==> src/epsm_pkg.sv <==
// Shared constants and types for the encoder position and speed monitor.
// Used by the serial divider, the core and the port checker; no dependencies.
package epsm_pkg;

    // Datapath widths
    localparam int DIV_W      = 64;
    localparam int DIV_CNT_W  = $clog2(DIV_W + 1);
    localparam int APB_ADDR_W = 5;

    // Divider step counts: a full 64-bit quotient, or a 32-bit dividend
    // placed in the upper half of the dividend register
    localparam logic [DIV_CNT_W-1:0] DIV_STEPS_SPEED = DIV_CNT_W'(DIV_W);
    localparam logic [DIV_CNT_W-1:0] DIV_STEPS_WRAP  = DIV_CNT_W'(DIV_W / 2);

    // Time constants
    localparam logic [19:0] NS_PER_MS = 20'd1000000;
    localparam logic [29:0] NS_PER_S  = 30'd1000000000;

    // Command codes of an input word
    localparam logic [1:0] CMD_TICK    = 2'd0;
    localparam logic [1:0] CMD_CONTROL = 2'd1;
    localparam logic [1:0] CMD_PRESET  = 2'd2;

    // Encoder kinds
    localparam logic [1:0] KIND_INCREMENTAL = 2'd0;
    localparam logic [1:0] KIND_SINGLE_TURN = 2'd1;
    localparam logic [1:0] KIND_MULTI_TURN  = 2'd2;

    // Configuration register indexes (byte address = 4 * index)
    localparam logic [2:0] REG_ENCODER_KIND    = 3'd0;
    localparam logic [2:0] REG_STEPS_PER_REV   = 3'd1;
    localparam logic [2:0] REG_TURN_RANGE      = 3'd2;
    localparam logic [2:0] REG_SPEED_PERIOD_MS = 3'd3;
    localparam logic [2:0] REG_OVERSPEED_LIMIT = 3'd4;
    localparam logic [2:0] REG_SPEED_ENABLE    = 3'd5;
    localparam logic [2:0] REG_ALARM_ENABLE    = 3'd6;
    localparam logic [2:0] REG_PRESET_ENABLE   = 3'd7;

    // Configuration reset values
    localparam logic [30:0] RST_STEPS_PER_REV   = 31'd4096;
    localparam logic [15:0] RST_TURN_RANGE      = 16'd1;
    localparam logic [15:0] RST_SPEED_PERIOD_MS = 16'd10;

    // Alarm bit positions
    localparam int ALARM_OVERSPEED_BIT = 1;
    localparam logic [7:0] ALARM_USED_MASK = 8'h02;

    // Signed 32-bit limits
    localparam logic [31:0] SPEED_MAX = 32'h7FFF_FFFF;
    localparam logic [31:0] SPEED_MIN = 32'h8000_0000;

    // Start request to a serial divider
    typedef struct packed {
        logic                 start;
        logic [DIV_CNT_W-1:0] steps;
    } div_cmd_t;

endpackage

==> src/encoder_position_speed_monitor_core.sv <==
// Encoder position, speed and turn monitor: top level with APB registers.
// Depends on epsm_pkg and two epsm_serial_div instances (speed, wrap).
//
//  channel  | ports              | moves
//  ---------+--------------------+------------------------------------------
//  input    | s_valid / s_ready  | command word: tick, control or preset
//  result   | m_valid / m_ready  | position, speed, status, alarms, turns
//  config   | psel/penable (APB) | eight registers at byte address 4*index
//
// A tick word waits for the 64-step serial speed divide when a speed period has passed;
// the wrap path (one 32-step divide, two for multi-turn, on a second divider) runs alongside.
// One word is in work at a time. A finished word waits in the output register, and
// the next word is taken meanwhile; the core stalls in its last step only while that
// register is full. Reset is synchronous; no clearing pass is needed.
module encoder_position_speed_monitor_core import epsm_pkg::*; (
    input  logic                  aclk,
    input  logic                  aresetn,
    // input words
    input  logic                  s_valid,
    output logic                  s_ready,
    input  logic [1:0]            s_command,
    input  logic signed [31:0]    s_position_sample,
    input  logic [31:0]           s_elapsed_ns,
    input  logic                  s_do_preset,
    input  logic                  s_do_alarm_reset,
    input  logic signed [31:0]    s_new_preset,
    // result words
    output logic                  m_valid,
    input  logic                  m_ready,
    output logic signed [31:0]    m_position_out,
    output logic signed [31:0]    m_speed_out,
    output logic [4:0]            m_status_bits,
    output logic [7:0]            m_alarm_bits,
    output logic [15:0]           m_turn_count,
    // configuration
    input  logic                  psel,
    input  logic                  penable,
    input  logic                  pwrite,
    input  logic [APB_ADDR_W-1:0] paddr,
    input  logic [31:0]           pwdata,
    output logic [31:0]           prdata,
    output logic                  pready
);

    typedef enum logic [2:0] {
        ST_IDLE,
        ST_EXEC,
        ST_MUL,
        ST_RUN,
        ST_ALARM,
        ST_DONE
    } state_t;

    typedef enum logic [1:0] {
        WP_IDLE,
        WP_FLOOR,
        WP_TURNS
    } wrap_phase_t;

    // ---------------- configuration registers ----------------
    logic [1:0]  encoder_kind_reg;
    logic [30:0] steps_per_rev_reg;
    logic [15:0] turn_range_reg;
    logic [15:0] speed_period_ms_reg;
    logic [31:0] overspeed_limit_reg;
    logic        speed_enable_reg;
    logic        alarm_enable_reg;
    logic        preset_enable_reg;
    logic [35:0] period_ns_reg;

    logic [2:0]  reg_index;
    logic        cfg_write;

    assign reg_index = paddr[APB_ADDR_W-1:2];
    assign cfg_write = psel && penable && pwrite && pready;
    assign pready    = 1'b1;

    // Register writes; the period in ns is refreshed every cycle
    always_ff @(posedge aclk) begin
        if (!aresetn) begin
            encoder_kind_reg    <= KIND_INCREMENTAL;
            steps_per_rev_reg   <= RST_STEPS_PER_REV;
            turn_range_reg      <= RST_TURN_RANGE;
            speed_period_ms_reg <= RST_SPEED_PERIOD_MS;
            overspeed_limit_reg <= '0;
            speed_enable_reg    <= 1'b1;
            alarm_enable_reg    <= 1'b1;
            preset_enable_reg   <= 1'b1;
        end else if (cfg_write) begin
            case (reg_index)
                REG_ENCODER_KIND:    encoder_kind_reg    <= pwdata[1:0];
                REG_STEPS_PER_REV:   steps_per_rev_reg   <= pwdata[30:0];
                REG_TURN_RANGE:      turn_range_reg      <= pwdata[15:0];
                REG_SPEED_PERIOD_MS: speed_period_ms_reg <= pwdata[15:0];
                REG_OVERSPEED_LIMIT: overspeed_limit_reg <= pwdata;
                REG_SPEED_ENABLE:    speed_enable_reg    <= pwdata[0];
                REG_ALARM_ENABLE:    alarm_enable_reg    <= pwdata[0];
                REG_PRESET_ENABLE:   preset_enable_reg   <= pwdata[0];
                default: ;
            endcase
        end
        period_ns_reg <= 36'(speed_period_ms_reg) * 36'(NS_PER_MS);
    end

    // Register read mux
    always_comb begin
        case (reg_index)
            REG_ENCODER_KIND:    prdata = {30'd0, encoder_kind_reg};
            REG_STEPS_PER_REV:   prdata = {1'b0, steps_per_rev_reg};
            REG_TURN_RANGE:      prdata = {16'd0, turn_range_reg};
            REG_SPEED_PERIOD_MS: prdata = {16'd0, speed_period_ms_reg};
            REG_OVERSPEED_LIMIT: prdata = overspeed_limit_reg;
            REG_SPEED_ENABLE:    prdata = {31'd0, speed_enable_reg};
            REG_ALARM_ENABLE:    prdata = {31'd0, alarm_enable_reg};
            REG_PRESET_ENABLE:   prdata = {31'd0, preset_enable_reg};
            default:             prdata = '0;
        endcase
    end

    // ---------------- core state ----------------
    state_t      state_reg;
    wrap_phase_t wrap_phase_reg;

    logic [1:0]  command_reg;
    logic [31:0] sample_reg;
    logic [31:0] elapsed_reg;
    logic        do_preset_reg;
    logic        do_alarm_reset_reg;
    logic [31:0] new_preset_reg;

    logic [31:0] position_reg;
    logic [31:0] last_position_reg;
    logic [63:0] time_accum_reg;
    logic [31:0] speed_reg;
    logic        overspeed_reg;
    logic        preset_done_reg;
    logic [15:0] turns_reg;
    logic [31:0] preset_store_reg;

    logic [31:0] speed_mag_reg;
    logic        speed_neg_reg;
    logic        speed_pend_reg;
    logic        pos_neg_reg;
    logic        turn_neg_reg;

    // divider interfaces
    div_cmd_t         sdiv_cmd;
    logic [DIV_W-1:0] sdiv_dividend;
    logic [DIV_W-1:0] sdiv_quo;
    logic [DIV_W-1:0] sdiv_rem;
    logic             sdiv_done;

    div_cmd_t         wdiv_cmd;
    logic [DIV_W-1:0] wdiv_dividend;
    logic [DIV_W-1:0] wdiv_divisor;
    logic [DIV_W-1:0] wdiv_quo;
    logic [DIV_W-1:0] wdiv_rem;
    logic             wdiv_done;

    // combinational helpers
    logic [63:0] accum_next;
    logic        period_hit;
    logic [31:0] delta;
    logic [31:0] delta_mag;
    logic [31:0] sample_mag;
    logic [30:0] spr_eff;
    logic [16:0] rng_eff;
    logic        wrap_on;
    logic [61:0] speed_prod;
    logic [31:0] speed_sat;
    logic [31:0] floor_q;
    logic [30:0] floor_r;
    logic [30:0] pos_wrapped;
    logic        turn_neg_next;
    logic [31:0] turn_mag;
    logic [16:0] turn_r;
    logic [16:0] turn_val;
    logic [30:0] speed_abs;
    logic        alarm_hit;

    // Tick arithmetic: time accumulation, position change, wrap operands
    always_comb begin
        accum_next = time_accum_reg + {32'd0, elapsed_reg};
        period_hit = (period_ns_reg != '0) && (accum_next >= {28'd0, period_ns_reg});
        delta      = sample_reg - last_position_reg;
        delta_mag  = delta[31] ? (~delta + 32'd1) : delta;
        sample_mag = sample_reg[31] ? (~sample_reg + 32'd1) : sample_reg;
        spr_eff    = (steps_per_rev_reg == '0) ? 31'd1 : steps_per_rev_reg;
        rng_eff    = (turn_range_reg == '0) ? 17'h10000 : {1'b0, turn_range_reg};
        wrap_on    = (encoder_kind_reg == KIND_INCREMENTAL) ||
                     (encoder_kind_reg == KIND_SINGLE_TURN) ||
                     (encoder_kind_reg == KIND_MULTI_TURN);
    end

    // Speed: |delta| * 1e9 feeds the divider load register
    assign speed_prod    = 62'(speed_mag_reg) * 62'(NS_PER_S);
    assign sdiv_dividend = {2'b00, speed_prod};
    assign sdiv_cmd      = '{start: (state_reg == ST_MUL), steps: DIV_STEPS_SPEED};

    // Saturate the quotient to the signed 32-bit range
    always_comb begin
        if (sdiv_quo[63:31] != '0) begin
            speed_sat = speed_neg_reg ? SPEED_MIN : SPEED_MAX;
        end else begin
            speed_sat = speed_neg_reg ? (~sdiv_quo[31:0] + 32'd1) : sdiv_quo[31:0];
        end
    end

    // Wrap path: floor divide by steps, then for multi-turn a Euclidean modulo by turn range
    always_comb begin
        floor_q       = wdiv_quo[31:0];
        floor_r       = wdiv_rem[30:0];
        pos_wrapped   = (pos_neg_reg && floor_r != '0) ? (spr_eff - floor_r) : floor_r;
        turn_neg_next = pos_neg_reg && (floor_q != '0 || floor_r != '0);
        turn_mag      = floor_q + {31'd0, (pos_neg_reg && floor_r != '0)};
        turn_r        = wdiv_rem[16:0];
        turn_val      = (turn_neg_reg && turn_r != '0) ? (rng_eff - turn_r) : turn_r;

        wdiv_cmd.steps = DIV_STEPS_WRAP;
        if (wrap_phase_reg == WP_FLOOR) begin
            wdiv_cmd.start = wdiv_done && (encoder_kind_reg == KIND_MULTI_TURN);
            wdiv_dividend  = {turn_mag, 32'd0};
            wdiv_divisor   = {47'd0, rng_eff};
        end else begin
            wdiv_cmd.start = (state_reg == ST_EXEC) && (command_reg == CMD_TICK) && wrap_on;
            wdiv_dividend  = {sample_mag, 32'd0};
            wdiv_divisor   = {33'd0, spr_eff};
        end
    end

    // Overspeed check; the most negative speed counts as the largest magnitude
    always_comb begin
        if (speed_reg == SPEED_MIN) begin
            speed_abs = SPEED_MAX[30:0];
        end else begin
            speed_abs = speed_reg[31] ? 31'(~speed_reg + 32'd1) : speed_reg[30:0];
        end
        alarm_hit = alarm_enable_reg && !overspeed_limit_reg[31] &&
                    (overspeed_limit_reg != '0) && (speed_abs > overspeed_limit_reg[30:0]);
    end

    epsm_serial_div u_speed_div (
        .aclk      (aclk),
        .aresetn   (aresetn),
        .cmd       (sdiv_cmd),
        .dividend  (sdiv_dividend),
        .divisor   (time_accum_reg),
        .quotient  (sdiv_quo),
        .remainder (sdiv_rem),
        .done      (sdiv_done)
    );

    epsm_serial_div u_wrap_div (
        .aclk      (aclk),
        .aresetn   (aresetn),
        .cmd       (wdiv_cmd),
        .dividend  (wdiv_dividend),
        .divisor   (wdiv_divisor),
        .quotient  (wdiv_quo),
        .remainder (wdiv_rem),
        .done      (wdiv_done)
    );

    assign s_ready = (state_reg == ST_IDLE);

    // Sequencer, architectural state and output register
    always_ff @(posedge aclk) begin
        if (!aresetn) begin
            state_reg         <= ST_IDLE;
            wrap_phase_reg    <= WP_IDLE;
            speed_pend_reg    <= 1'b0;
            m_valid           <= 1'b0;
            position_reg      <= '0;
            last_position_reg <= '0;
            time_accum_reg    <= '0;
            speed_reg         <= '0;
            overspeed_reg     <= 1'b0;
            preset_done_reg   <= 1'b0;
            turns_reg         <= '0;
            preset_store_reg  <= '0;
        end else begin
            // a drained result word empties the output register unless reloaded
            if (m_valid && m_ready && state_reg != ST_DONE) begin
                m_valid <= 1'b0;
            end

            // divider completions
            if (sdiv_done) begin
                speed_reg      <= speed_sat;
                speed_pend_reg <= 1'b0;
            end
            if (wdiv_done) begin
                case (wrap_phase_reg)
                    WP_FLOOR: begin
                        if (encoder_kind_reg == KIND_MULTI_TURN) begin
                            turn_neg_reg   <= turn_neg_next;
                            wrap_phase_reg <= WP_TURNS;
                        end else begin
                            position_reg   <= {1'b0, pos_wrapped};
                            wrap_phase_reg <= WP_IDLE;
                        end
                    end
                    WP_TURNS: begin
                        turns_reg      <= turn_val[15:0];
                        wrap_phase_reg <= WP_IDLE;
                    end
                    default: wrap_phase_reg <= WP_IDLE;
                endcase
            end

            case (state_reg)
                ST_IDLE: begin
                    if (s_valid) begin
                        command_reg        <= s_command;
                        sample_reg         <= s_position_sample;
                        elapsed_reg        <= s_elapsed_ns;
                        do_preset_reg      <= s_do_preset;
                        do_alarm_reset_reg <= s_do_alarm_reset;
                        new_preset_reg     <= s_new_preset;
                        state_reg          <= ST_EXEC;
                    end
                end
                ST_EXEC: begin
                    case (command_reg)
                        CMD_TICK: begin
                            position_reg <= sample_reg;
                            if (speed_enable_reg && period_hit) begin
                                state_reg <= ST_MUL;
                            end else begin
                                state_reg <= ST_RUN;
                            end
                            if (speed_enable_reg) begin
                                time_accum_reg <= accum_next;
                                if (period_hit) begin
                                    speed_mag_reg     <= delta_mag;
                                    speed_neg_reg     <= delta[31];
                                    last_position_reg <= sample_reg;
                                end
                            end
                            if (wrap_on) begin
                                pos_neg_reg    <= sample_reg[31];
                                wrap_phase_reg <= WP_FLOOR;
                            end
                        end
                        CMD_CONTROL: begin
                            if (do_preset_reg && preset_enable_reg) begin
                                position_reg      <= preset_store_reg;
                                last_position_reg <= preset_store_reg;
                                preset_done_reg   <= 1'b1;
                                speed_reg         <= '0;
                                if (encoder_kind_reg == KIND_MULTI_TURN) begin
                                    turns_reg <= '0;
                                end
                            end
                            if (do_alarm_reset_reg) begin
                                overspeed_reg <= 1'b0;
                            end
                            preset_store_reg <= new_preset_reg;
                            state_reg        <= ST_DONE;
                        end
                        CMD_PRESET: begin
                            preset_store_reg <= new_preset_reg;
                            state_reg        <= ST_DONE;
                        end
                        default: state_reg <= ST_DONE;
                    endcase
                end
                ST_MUL: begin
                    // divider has taken the accumulated time as divisor
                    speed_pend_reg <= 1'b1;
                    time_accum_reg <= '0;
                    state_reg      <= ST_RUN;
                end
                ST_RUN: begin
                    if (!speed_pend_reg && wrap_phase_reg == WP_IDLE) begin
                        state_reg <= ST_ALARM;
                    end
                end
                ST_ALARM: begin
                    if (alarm_hit) begin
                        overspeed_reg <= 1'b1;
                    end
                    state_reg <= ST_DONE;
                end
                ST_DONE: begin
                    if (!m_valid || m_ready) begin
                        m_position_out <= position_reg;
                        m_speed_out    <= speed_reg;
                        m_status_bits  <= {preset_done_reg, preset_done_reg,
                                           speed_enable_reg, 2'b11};
                        m_alarm_bits   <= 8'(overspeed_reg) << ALARM_OVERSPEED_BIT;
                        m_turn_count   <= turns_reg;
                        m_valid        <= 1'b1;
                        state_reg      <= ST_IDLE;
                    end
                end
                default: state_reg <= ST_IDLE;
            endcase
        end
    end

endmodule

==> src/epsm_serial_div.sv <==
// Radix-2 restoring divider, one quotient bit per cycle, unsigned 64-bit.
// Depends on epsm_pkg for widths and the divider command struct.
module epsm_serial_div import epsm_pkg::*; (
    input  logic             aclk,
    input  logic             aresetn,
    input  div_cmd_t         cmd,
    input  logic [DIV_W-1:0] dividend,
    input  logic [DIV_W-1:0] divisor,
    output logic [DIV_W-1:0] quotient,
    output logic [DIV_W-1:0] remainder,
    output logic             done
);

    logic [DIV_W-1:0]     rem_reg;
    logic [DIV_W-1:0]     dvd_reg;
    logic [DIV_W-1:0]     dsr_reg;
    logic [DIV_W-1:0]     quo_reg;
    logic [DIV_CNT_W-1:0] cnt_reg;
    logic                 done_reg;

    logic                 busy;
    logic [DIV_W:0]       rem_shift;
    logic [DIV_W:0]       rem_diff;
    logic                 take;
    logic [DIV_W-1:0]     rem_next;

    // One restoring step: shift in the next dividend bit, subtract if it fits
    always_comb begin
        busy      = (cnt_reg != '0);
        rem_shift = {rem_reg, dvd_reg[DIV_W-1]};
        rem_diff  = rem_shift - {1'b0, dsr_reg};
        take      = (rem_shift >= {1'b0, dsr_reg});
        rem_next  = take ? rem_diff[DIV_W-1:0] : rem_shift[DIV_W-1:0];
    end

    always_ff @(posedge aclk) begin
        if (!aresetn) begin
            cnt_reg  <= '0;
            done_reg <= 1'b0;
        end else begin
            if (cmd.start) begin
                rem_reg  <= '0;
                quo_reg  <= '0;
                dvd_reg  <= dividend;
                dsr_reg  <= divisor;
                cnt_reg  <= cmd.steps;
                done_reg <= 1'b0;
            end else if (busy) begin
                rem_reg  <= rem_next;
                quo_reg  <= {quo_reg[DIV_W-2:0], take};
                dvd_reg  <= {dvd_reg[DIV_W-2:0], 1'b0};
                cnt_reg  <= cnt_reg - DIV_CNT_W'(1);
                // pulse once the last step lands
                done_reg <= (cnt_reg == DIV_CNT_W'(1));
            end else begin
                done_reg <= 1'b0;
            end
        end
    end

    assign quotient  = quo_reg;
    assign remainder = rem_reg;
    assign done      = done_reg;

endmodule

==> config.mk <==
export PLATFORM = sky130hd
export DESIGN_NAME = encoder_position_speed_monitor_core
export DESIGN_NICKNAME = d
export VERILOG_FILES = /design/src/epsm_pkg.sv /design/src/encoder_position_speed_monitor_core.sv /design/src/epsm_serial_div.sv
export SDC_FILE = /design/constraint.sdc
export NUM_CORES = 2
export LEC_CHECK = 0
export ABC_AREA = 1
export BUFFER_PORTS_ARGS = -buffer_cell sky130_fd_sc_hd__buf_2
export CORE_MARGIN = 4
export CORE_UTILIZATION = 24
export CTS_CLUSTER_DIAMETER = 50
export DETAILED_ROUTE_END_ITERATION = 10
export GPL_TIMING_DRIVEN = 0
export SLEW_MARGIN = 15
export SYNTH_ARGS = -nofsm -noshare
export SYNTH_HDL_FRONTEND = slang
export SYNTH_HIERARCHICAL = 1
export SYNTH_SLANG_ARGS = --single-unit
export TNS_END_PERCENT = 5
==> constraint.sdc <==
create_clock -name aclk -period 27.6 [get_ports aclk]
set_input_delay 0 -clock aclk [delete_from_list [all_inputs] [get_ports aclk]]
set_output_delay 0 -clock aclk [all_outputs]
set_load 0.03 [all_outputs]
==> flow_summary.toml <==
[outcome]
status = "complete, no violations"

[layout]
area_growth_pct = 18.56
multi_input_area_mm2 = 0.04759
fill_cells = 38330
final_core_util_pct = 28.58
nNetsFinal = 13300
layout-drive-gt1-share_pct = 6.398
seqCellArea_mm2 = 0.02823

[floorplanning]
coreArea_mm2 = 0.3527
die_area_mm2 = 0.3638
num_rows = 218
die_w_um = 603.2
ios = 272
initial_core_util_pct = 24.10
die_h_um = 603.2

[critical_path]
worstSetupPathType = "reg2reg"
reg2reg_depth = 23
r2r_end = "u_speed_div/dvd_reg[61]"
crit_path_end_kind = "flip-flop"
critPathRequiredTime_ns = 28.13
reg2reg_from = "speed_mag_reg[3]"
r2r_setup_slack_ns = 20.26
worstSetupStartpointType = "flip-flop"
worst-path-max-fanout = 7
cp.arrival_ns = 7.88

[grt]
grt_usage_pct = 16.61
grt_max_degree = 65
antenna_found_initial = 31
grt_overflow_total = 0
grt_pass1_vias = 72970
grt_pass1_wl_mm = 461.5

[sta]
slew_headroom_pct = 11.12
finalSetupViolCount = 0
final.min_clock_period_ns = 7.343
worst_slew_pin_slew_ns = 1.333
max_freq_mhz = 136.2
slew_violations = 0
setup-tns-final_ns = 0
finalCritPeriodShare_pct = 26.60
hold_viol = 0
rsz0062_at_grt = "false"
whs_ns = 0.08532
fin_skew_ns = 0.08486

[clock_network]
htree_levels = 4
path_clk_slew_ns = 0.06
clock-root-buffer = "clkbuf_16"
cts_buffers = 154
clock_latency_ns = 0.84
cts_tree = "done"
cts_buffer_depth = 4
post_cts_buffers = 0
clock-sinks = 1061

[hold_path]
min_to = "sample_reg[15]"
worstHoldStart = "s_position_sample[15]"
min_path_cells = 2
min_path_type = "in2reg"

[power]
vdd_ir_drop_max_mv = 0.1182
finalPower_mw = 9.636
power_density_mw_per_mm2 = 95.60
p_leak_nw = 48.66

[detailed_routing]
drt_wl_total_mm = 312.6
vias_per_cell = 4.465
num_vias = 75950
drt_iter0_markers = 6289
antenna_left = 0
firstDrtPassIters = 6
wl_per_cell_um = 18.38
drc_errors = 0

[logic_synthesis]
synth_area_mm2 = 0.08501
yosysWarnings = 6
avgSynthCellArea_um2 = 7.507
syn_inst = 11330

[placement]
port_buffers = 258
gp_congestion = 0.9923
hpwl_mm = 259.2

[job]
drv_cap = 0
==> cell type report <==
class / count / share of cell area (%)
tap: 4730 / 5.872
antenna: 56 / 0.1390
sequential: 1061 / 28.01
clock inverter: 90 / 1.001
clock buffer: 183 / 4.077
multi-input combinational: 7869 / 47.22
timing repair buffer: 527 / 4.160
inverter: 2193 / 8.174
buffer: 300 / 1.357
==> critical path, stage by stage (launching register included) <==
cell and delay, ns:
edfxtp_1 0.61, inv_1 0.21, fa_1 0.59, fa_1 0.46, fa_1 0.52, fa_1 0.55
fa_1 0.55, inv_1 0.06, fa_1 0.55, inv_1 0.06, fa_1 0.50, inv_1 0.04
ha_1 0.36, a21oi_1 0.17, inv_1 0.07, a31oi_1 0.19, o211ai_1 0.11, a21oi_1 0.38
o21ai_0 0.37, a211oi_1 0.33, nor2_1 0.08, xor2_1 0.16, nand2_1 0.08, nand2_1 0.06
==> how the worst max path moves through the flow <==
stage                     slack [ns]        startpoint                 endpoint
after floorplan                17.64      state_reg[1]   u_speed_div/cnt_reg[2]
after global placement         11.69      state_reg[1]   u_speed_div/cnt_reg[2]
after detailed placement       20.25  speed_mag_reg[3]  u_speed_div/dvd_reg[61]
after CTS                      20.20  speed_mag_reg[3]  u_speed_div/dvd_reg[61]
after global routing           19.82  speed_mag_reg[6]  u_speed_div/dvd_reg[57]
final                          20.26  speed_mag_reg[3]  u_speed_div/dvd_reg[61]
==> per-stage QoR <==
stage | cell area [um^2] | setup slack (ns) | instances
finish | 100800 | 20.26 | 17010
CTS | 100700 | 20.20 | 16950
detailed placement | 93150 | 20.25 | 16440
floorplan | 85380 | 17.64 | 11420
global route | 100800 | 19.82 | 17000
global placement | 92590 | 11.69 | 16410
==> per-layer routing <==
| metal | global-route usage, % | wire [um] |
|---|---|---|
| met1 | 21.37 | 133900 |
| met2 | 27.35 | 142600 |
| met3 | 1.924 | 16710 |
| met4 | 8.603 | 19370 |
| met5 | 0 | 38 |
==> cell usage in the layout, fill, tap and decap left out, types with 290 or more instances in the layout <==
cell type / instances
a21oi_1: 643
buf_2: 290
dfxtp_1: 363
edfxtp_1: 698
fa_1: 373
ha_1: 679
inv_1: 2162
nand2_1: 3099
nand3_1: 357
nor2_1: 1028
o21ai_0: 411
==> power by group <==
| group | switching [mW] | internal, mW | leakage [nW] | total [mW] |
|---|---|---|---|---|
| Clock | 0.803 | 1.20 | 2.48 | 2.00 |
| Combinational | 3.42 | 1.82 | 36.7 | 5.25 |
| Sequential | 0.246 | 2.14 | 9.52 | 2.39 |
| Total | 4.47 | 5.16 | 48.7 | 9.64 |
==> what timing repair did <==
action,in CTS,in global routing
hold buffers,238,0
resized for setup,0,0
hold endpoints to repair,267,0
Power figures use the tool's default switching activity.
